==> config.mk <==
export PLATFORM = sky130hd
export DESIGN_NAME = mbe_color
export DESIGN_NICKNAME = d
export VERILOG_FILES = /design/src/hw/rtl/mbe_pkg.sv /design/src/hw/rtl/mbe_color.sv
export SDC_FILE = /design/constraint.sdc
export NUM_CORES = 1
export LEC_CHECK = 0
export ABC_AREA = 1
export BUFFER_PORTS_ARGS = -buffer_cell sky130_fd_sc_hd__buf_2
export CORE_MARGIN = 2
export CORE_UTILIZATION = 40
export DETAILED_ROUTE_END_ITERATION = 16
export MAX_ROUTING_LAYER = met4
export PLACE_DENSITY = 0.59
export SLEW_MARGIN = 20
export SYNTH_ARGS = -nofsm -noshare
export SYNTH_HDL_FRONTEND = slang
export SYNTH_SLANG_ARGS = --single-unit
==> constraint.sdc <==
create_clock -name i_clk -period 12 [get_ports i_clk]
set_clock_uncertainty 0.1 [all_clocks]
set_input_delay 1.2 -clock i_clk [delete_from_list [all_inputs] [get_ports i_clk]]
set_output_delay 1.2 -clock i_clk [all_outputs]
set_load 0.03 [all_outputs]
==> src/hw/rtl/mbe_pkg.sv <==
`timescale 1ns / 1ps
// shared widths, codes and word types of the escape-time pixel core
package mbe_pkg;

    localparam int POS_BITS      = 10;
    localparam int COLOR_BITS    = 24;
    localparam int LIMIT_BITS    = 8;
    localparam int COUNT_BITS    = LIMIT_BITS + 1;
    localparam int C_BITS        = 48;
    localparam int STEP_BITS     = 47;
    localparam int Z_BITS        = 64;
    localparam int FRAC_BITS     = 44;
    localparam int DIGIT_BITS    = 16;
    localparam int NUM_CELLS     = Z_BITS / DIGIT_BITS;
    localparam int KIND_BITS     = 2;
    localparam int CFG_IDX_BITS  = 3;
    localparam int CFG_DATA_BITS = 48;

    localparam logic [CFG_IDX_BITS-1:0] CFG_LIMIT = 3'd0;
    localparam logic [CFG_IDX_BITS-1:0] CFG_REAL  = 3'd1;
    localparam logic [CFG_IDX_BITS-1:0] CFG_IMAG  = 3'd2;
    localparam logic [CFG_IDX_BITS-1:0] CFG_STEP  = 3'd3;

    localparam logic [LIMIT_BITS-1:0] RST_LIMIT = 8'd50;
    localparam logic [C_BITS-1:0]     RST_REAL  = 48'hE000_0000_0000;
    localparam logic [C_BITS-1:0]     RST_IMAG  = 48'h2000_0000_0000;
    localparam logic [STEP_BITS-1:0]  RST_STEP  = 47'h0010_0000_0000;

    typedef struct packed {
        logic [POS_BITS-1:0] column;
        logic [POS_BITS-1:0] row;
        logic                row_end;
    } t_pixel_in;

    typedef struct packed {
        logic [POS_BITS-1:0]   out_column;
        logic [POS_BITS-1:0]   out_row;
        logic [COLOR_BITS-1:0] pixel_color;
        logic [COUNT_BITS-1:0] iteration_count;
    } t_pixel_out;

    typedef struct packed {
        logic [LIMIT_BITS-1:0] limit;
        logic [C_BITS-1:0]     real_origin;
        logic [C_BITS-1:0]     imag_origin;
        logic [STEP_BITS-1:0]  pixel_step;
    } t_view_cfg;

    // one product in flight along the multiplier chain
    typedef struct packed {
        logic                 valid;
        logic [KIND_BITS-1:0] kind;
        logic                 neg;
        logic [Z_BITS-1:0]    a;
        logic [Z_BITS-1:0]    b;
        logic [Z_BITS-1:0]    hi;
        logic [Z_BITS-1:0]    lo;
    } t_cell_bus;

    typedef struct packed {
        logic start;
        logic ack;
    } t_iter_ctrl;

    typedef struct packed {
        logic                  done;
        logic [COUNT_BITS-1:0] count;
    } t_iter_status;

endpackage

==> src/hw/rtl/mbe_color.sv <==
`timescale 1ns / 1ps
// color picker and ping-pong color level
module mbe_color (
    input  logic                            i_clk,
    input  logic                            i_rst_n,
    input  logic                            i_commit,
    input  logic                            i_row_end,
    input  logic [mbe_pkg::COUNT_BITS-1:0]  i_count,
    input  logic [mbe_pkg::LIMIT_BITS-1:0]  i_limit,
    output logic [mbe_pkg::COLOR_BITS-1:0]  o_color
);
    import mbe_pkg::*;

    localparam logic [COLOR_BITS-1:0] COLOR_DARK_GRAY = 24'h232323;
    localparam logic [COLOR_BITS-1:0] COLOR_WHITE     = 24'hFFFFFF;

    // {falling, level} after one step
    function automatic logic [COLOR_BITS:0] level_step(input logic [COLOR_BITS:0] s);
        logic                  fall;
        logic [COLOR_BITS-1:0] lvl;
        lvl  = s[COLOR_BITS-1:0];
        fall = s[COLOR_BITS];
        if (&lvl) begin
            fall = 1'b1;
        end else if (~|lvl) begin
            fall = 1'b0;
        end
        if (fall) begin
            lvl = lvl - COLOR_BITS'(1);
        end else begin
            lvl = lvl + COLOR_BITS'(1);
        end
        level_step = {fall, lvl};
    endfunction

    logic [COLOR_BITS-1:0] r_level, n_level;
    logic                  r_falling, n_falling;
    logic [COUNT_BITS-1:0] w_limit;
    logic [COLOR_BITS:0]   w_once;
    logic [COLOR_BITS:0]   w_twice;

    assign w_limit = {1'b0, i_limit};
    assign w_once  = level_step({r_falling, r_level});
    assign w_twice = level_step(w_once);

    always_comb begin
        if (i_count == w_limit + COUNT_BITS'(1)) begin
            o_color = COLOR_DARK_GRAY;
        end else if (i_count == w_limit) begin
            o_color = COLOR_WHITE;
        end else if (i_count == COUNT_BITS'(2) || i_count == COUNT_BITS'(4)) begin
            o_color = COLOR_DARK_GRAY;
        end else if (!i_count[0]) begin
            o_color = r_level;
        end else begin
            o_color = COLOR_DARK_GRAY;
        end
    end

    always_comb begin
        {n_falling, n_level} = {r_falling, r_level};
        if (i_commit) begin
            {n_falling, n_level} = i_row_end ? w_twice : w_once;
        end
    end

    always_ff @(posedge i_clk) begin
        if (!i_rst_n) begin
            r_level   <= '0;
            r_falling <= 1'b0;
        end else begin
            r_level   <= n_level;
            r_falling <= n_falling;
        end
    end

endmodule

==> impl_metrics.py <==
metrics = {
    "global_route": {
        "overflow": 0,
        "antenna_found_initial": 0,
        "grt.total_usage": 0.252,
        "first_global_vias": 5238,
        "grt_pass1_wl_um": 26100,
        "grt_max_degree": 30,
    },
    "yosys": {
        "synth_compound_area_frac": 0.143,
        "synthMuxAreaShare": 0,
        "synth-adder-area-share": 0.116,
        "synthSimpleGateAreaFrac": 0.476,
        "syn-cell-area_um2": 5010,
        "ys_types": 39,
        "synth_top_family_by_area": "simple AND/OR/NAND/NOR gates",
        "yosys_register_bits": 25,
        "synthesis.nets": 983,
        "ys_seq_area_frac": 0.100,
        "syn_inst": 916,
        "ys_warn_count": 0,
        "synthXorXnorAreaFrac": 0.0297,
        "syn_area_per_cell_um2": 5.47,
    },
    "setup_path": {
        "slowest_stage": "nand2_2",
        "r2r_end": "r_level[23]$_SDFFE_PN0P_",
        "worstRegToRegCells": 41,
        "path_max_fanout": 29,
        "arrival_ns": 6.54,
        "slowest_delay_ns": 0.53,
        "crit_required_ns": 12.07,
        "worst_setup_path_start_kind": "flop",
        "end_kind": "flop",
        "r2r_setup_slack_ns": 5.53,
        "r2r_start": "r_level[2]$_SDFFE_PN0P_",
        "crit_top_cell": "nand2_1",
        "critPathKind": "reg2reg",
    },
    "run_status": {
        "outcome": "finished clean",
    },
    "place": {
        "dp_hpwl_um": 13500,
        "placed_cell_area_um2": 5400,
        "dp_slack_ns": 5.66,
        "io_buffers": 44,
        "gp_congestion": 0.944,
    },
    "pwr": {
        "pwr-share-seq": 0.399,
        "swShare": 0.327,
        "ir_worst_vdd_v": 0.0000420,
        "power.internal_mw": 0.147,
        "power_frac_comb": 0.250,
        "p_leak_nw": 3.14,
        "power_per_cell_area_nw_per_um2": 39.8,
        "p_clk_frac": 0.351,
        "p_switching_mw": 0.0712,
    },
    "final_layout": {
        "antenna_cells": 0,
        "final_net_count": 1022,
        "syn_to_final_growth_pct": 9.37,
        "design_area_um2": 5480,
        "drive_gt1_frac": 0.122,
        "fillers": 1384,
    },
    "detailed_routing": {
        "wl_per_cell_um": 14.3,
        "drt-initial-drc-count": 375,
        "dr_total_vias": 5664,
        "drc": 0,
        "ant_nets": 0,
        "firstDrtPassIters": 5,
        "wl_um": 16000,
        "viasPerCell": 5.05,
    },
    "clock_tree": {
        "tritoncts": "built",
        "cts_buffers": 3,
        "clk_latency_ns": 0.26,
        "clock_path_buffers": 2,
        "hold_buffers": 0,
        "numClockSinks": 25,
        "cts_resized": 0,
        "cts-root-buf": "clkbuf_16",
        "post-cts-setup-buffer-count": 0,
        "cts-htree-levels": 1,
        "path_clk_slew_ns": 0.06,
    },
    "die": {
        "rows": 40,
        "fp.coreArea_um2": 12100,
        "die_y_um": 116,
        "start_util": 0.413,
        "io_pins": 45,
        "die_area_um2": 13400,
        "die_w_um": 116,
    },
    "flow_run": {
        "drv_cap": 0,
    },
    "timing": {
        "fin_ws_ns": 5.53,
        "hold_ws_ns": 0.499,
        "finalCritPeriodShare": 0.539,
        "fmax_mhz": 155,
        "finalMaxSlewViolations": 0,
        "fin_tns_setup_ns": 0,
        "slew_headroom": 0.279,
        "setup_viol": 0,
        "rsz0062_at_grt": "no",
        "period_needed_ns": 6.47,
        "tightest_slew_ns": 1.08,
        "final-hold-violation-count": 0,
    },
    "min_path": {
        "hold_depth": 2,
        "hold_class": "reg2reg",
        "whs_endpoint": "r_level[4]$_SDFFE_PN0P_",
        "hp-start": "r_level[4]$_SDFFE_PN0P_",
    },
}
metal layers:
layer  part of all wire  routed length, um  global-route usage  vias up
li1                   -                  -                   -     3014
met1               0.49               7860               0.352     2481
met2               0.43               6840               0.385      137
met3              0.045                719             0.00785       32
met4              0.038                617               0.104        0
met5                  0                  0                   -        -
area by class of cell:
class / instances / area [um^2] / share of cell area
multi-input combinational: 712 / 3830 / 0.700
inverter: 169 / 634 / 0.116
sequential: 25 / 500 / 0.0914
timing repair buffer: 44 / 220 / 0.0402
tap: 168 / 210 / 0.0384
clock buffer: 4 / 78.8 / 0.0144
Yosys cell counts:
master | number | area (um^2)
nand2_1 | 287 | 1080
a21oi_2 | 3 | 26.3
o21bai_1 | 3 | 22.5
inv_1 | 161 | 604
xor2_1 | 12 | 105
nor2_1 | 76 | 285
o221ai_1 | 5 | 43.8
nor3_2 | 2 | 20.0
a21oi_1 | 54 | 270
nand2_4 | 9 | 101
or2_2 | 4 | 25.0
clkbuf_1 | 8 | 30.0
ha_1 | 45 | 563
nor4_1 | 2 | 12.5
nand3_2 | 4 | 40.0
o211ai_1 | 3 | 22.5
nand2_8 | 1 | 20.0
nor2_2 | 8 | 50.1
fa_1 | 1 | 20.0
nand3b_1 | 7 | 52.6
a21o_1 | 3 | 22.5
dfxtp_1 | 25 | 500
a2111oi_0 | 2 | 17.5
and2_4 | 1 | 8.76
nand3_1 | 67 | 335
nor2_4 | 3 | 33.8
a22oi_1 | 1 | 7.51
a21boi_0 | 2 | 15.0
a221oi_1 | 2 | 17.5
a31oi_1 | 7 | 43.8
nand4_1 | 17 | 106
o21ai_0 | 34 | 170
buf_2 | 2 | 10.0
xnor2_1 | 5 | 43.8
clkinv_1 | 1 | 3.75
nor3_1 | 9 | 45.0
inv_2 | 7 | 26.3
nand2_2 | 27 | 169
o22ai_1 | 6 | 37.5
metrics by stage:
step	std cells	power, mW	util
final	1122	0.218	0.452
after global routing	1122	0.226	0.452
after CTS	1122	0.218	0.452
after detailed placement	1118	0.143	0.446
after global placement	1118	0.143	0.446
after floorplan	916	0.125	-
logic make-up after synthesis:
logic type	Yosys count
AO/OA/AOI/OAI	125
XOR/XNOR	17
adder cells (fa/ha/maj)	46
buffers and inverters	179
flip-flops	25
AND/OR/NAND/NOR	524
power groups by stage:
| stage | clock [mW] | sequential, mW | combinational [mW] |
|---|---|---|---|
| after detailed placement | 0 | 0.0887 | 0.0539 |
| final | 0.0765 | 0.0869 | 0.0546 |
| after CTS | 0.0765 | 0.0868 | 0.0543 |
| after global placement | 0 | 0.0888 | 0.0544 |
| after floorplan | 0 | 0.0878 | 0.0373 |
| after global routing | 0.0783 | 0.0871 | 0.0603 |
worst max-delay path by stage:
stage                            startpoint                       end  slack (ns)  cells past startpoint
finish              r_level[2]$_SDFFE_PN0P_  r_level[23]$_SDFFE_PN0P_        5.53                     41
global route        r_level[6]$_SDFFE_PN0P_  r_level[23]$_SDFFE_PN0P_        4.90                     43
detailed placement  r_level[0]$_SDFFE_PN0P_  r_level[23]$_SDFFE_PN0P_        5.66                     41
global placement    r_level[6]$_SDFFE_PN0P_  r_level[23]$_SDFFE_PN0P_        5.71                     41
floorplan           r_level[0]$_SDFFE_PN0P_  r_level[23]$_SDFFE_PN0P_        6.71                     41
CTS                 r_level[0]$_SDFFE_PN0P_  r_level[23]$_SDFFE_PN0P_        5.62                     41
worst max-delay path: cells and delay by family, from the launching register on:
family / cells / cell delay [ns]
buf+inv: 4 / 0.34
simple gates: 28 / 3.35
compound gates: 7 / 1.31
flops: 1 / 0.45
fa+ha+maj: 2 / 0.81
sequential cells by signal (all words and copies together), names as in the netlist:
name,cells
r_level,24
r_falling,1
cells in the final DEF, fill, tap and decap left out, drive strengths merged:
cell / count
o211ai: 3
o21bai: 3
a21o: 3
nor2: 87
o21ai: 34
dfxtp: 25
nand2: 324
fa: 1
xnor2: 5
a22oi: 1
clkbuf: 4
o22ai: 6
or2: 4
o221ai: 5
and2: 1
nor4: 2
xor2: 12
a31oi: 7
nand4: 17
a221oi: 2
a21oi: 57
ha: 45
nor3: 11
buf: 44
a21boi: 2
nand3b: 7
a2111oi: 2
nand3: 71
inv: 168
clkinv: 1
No activity file was read; power rests on OpenSTA's default activity.
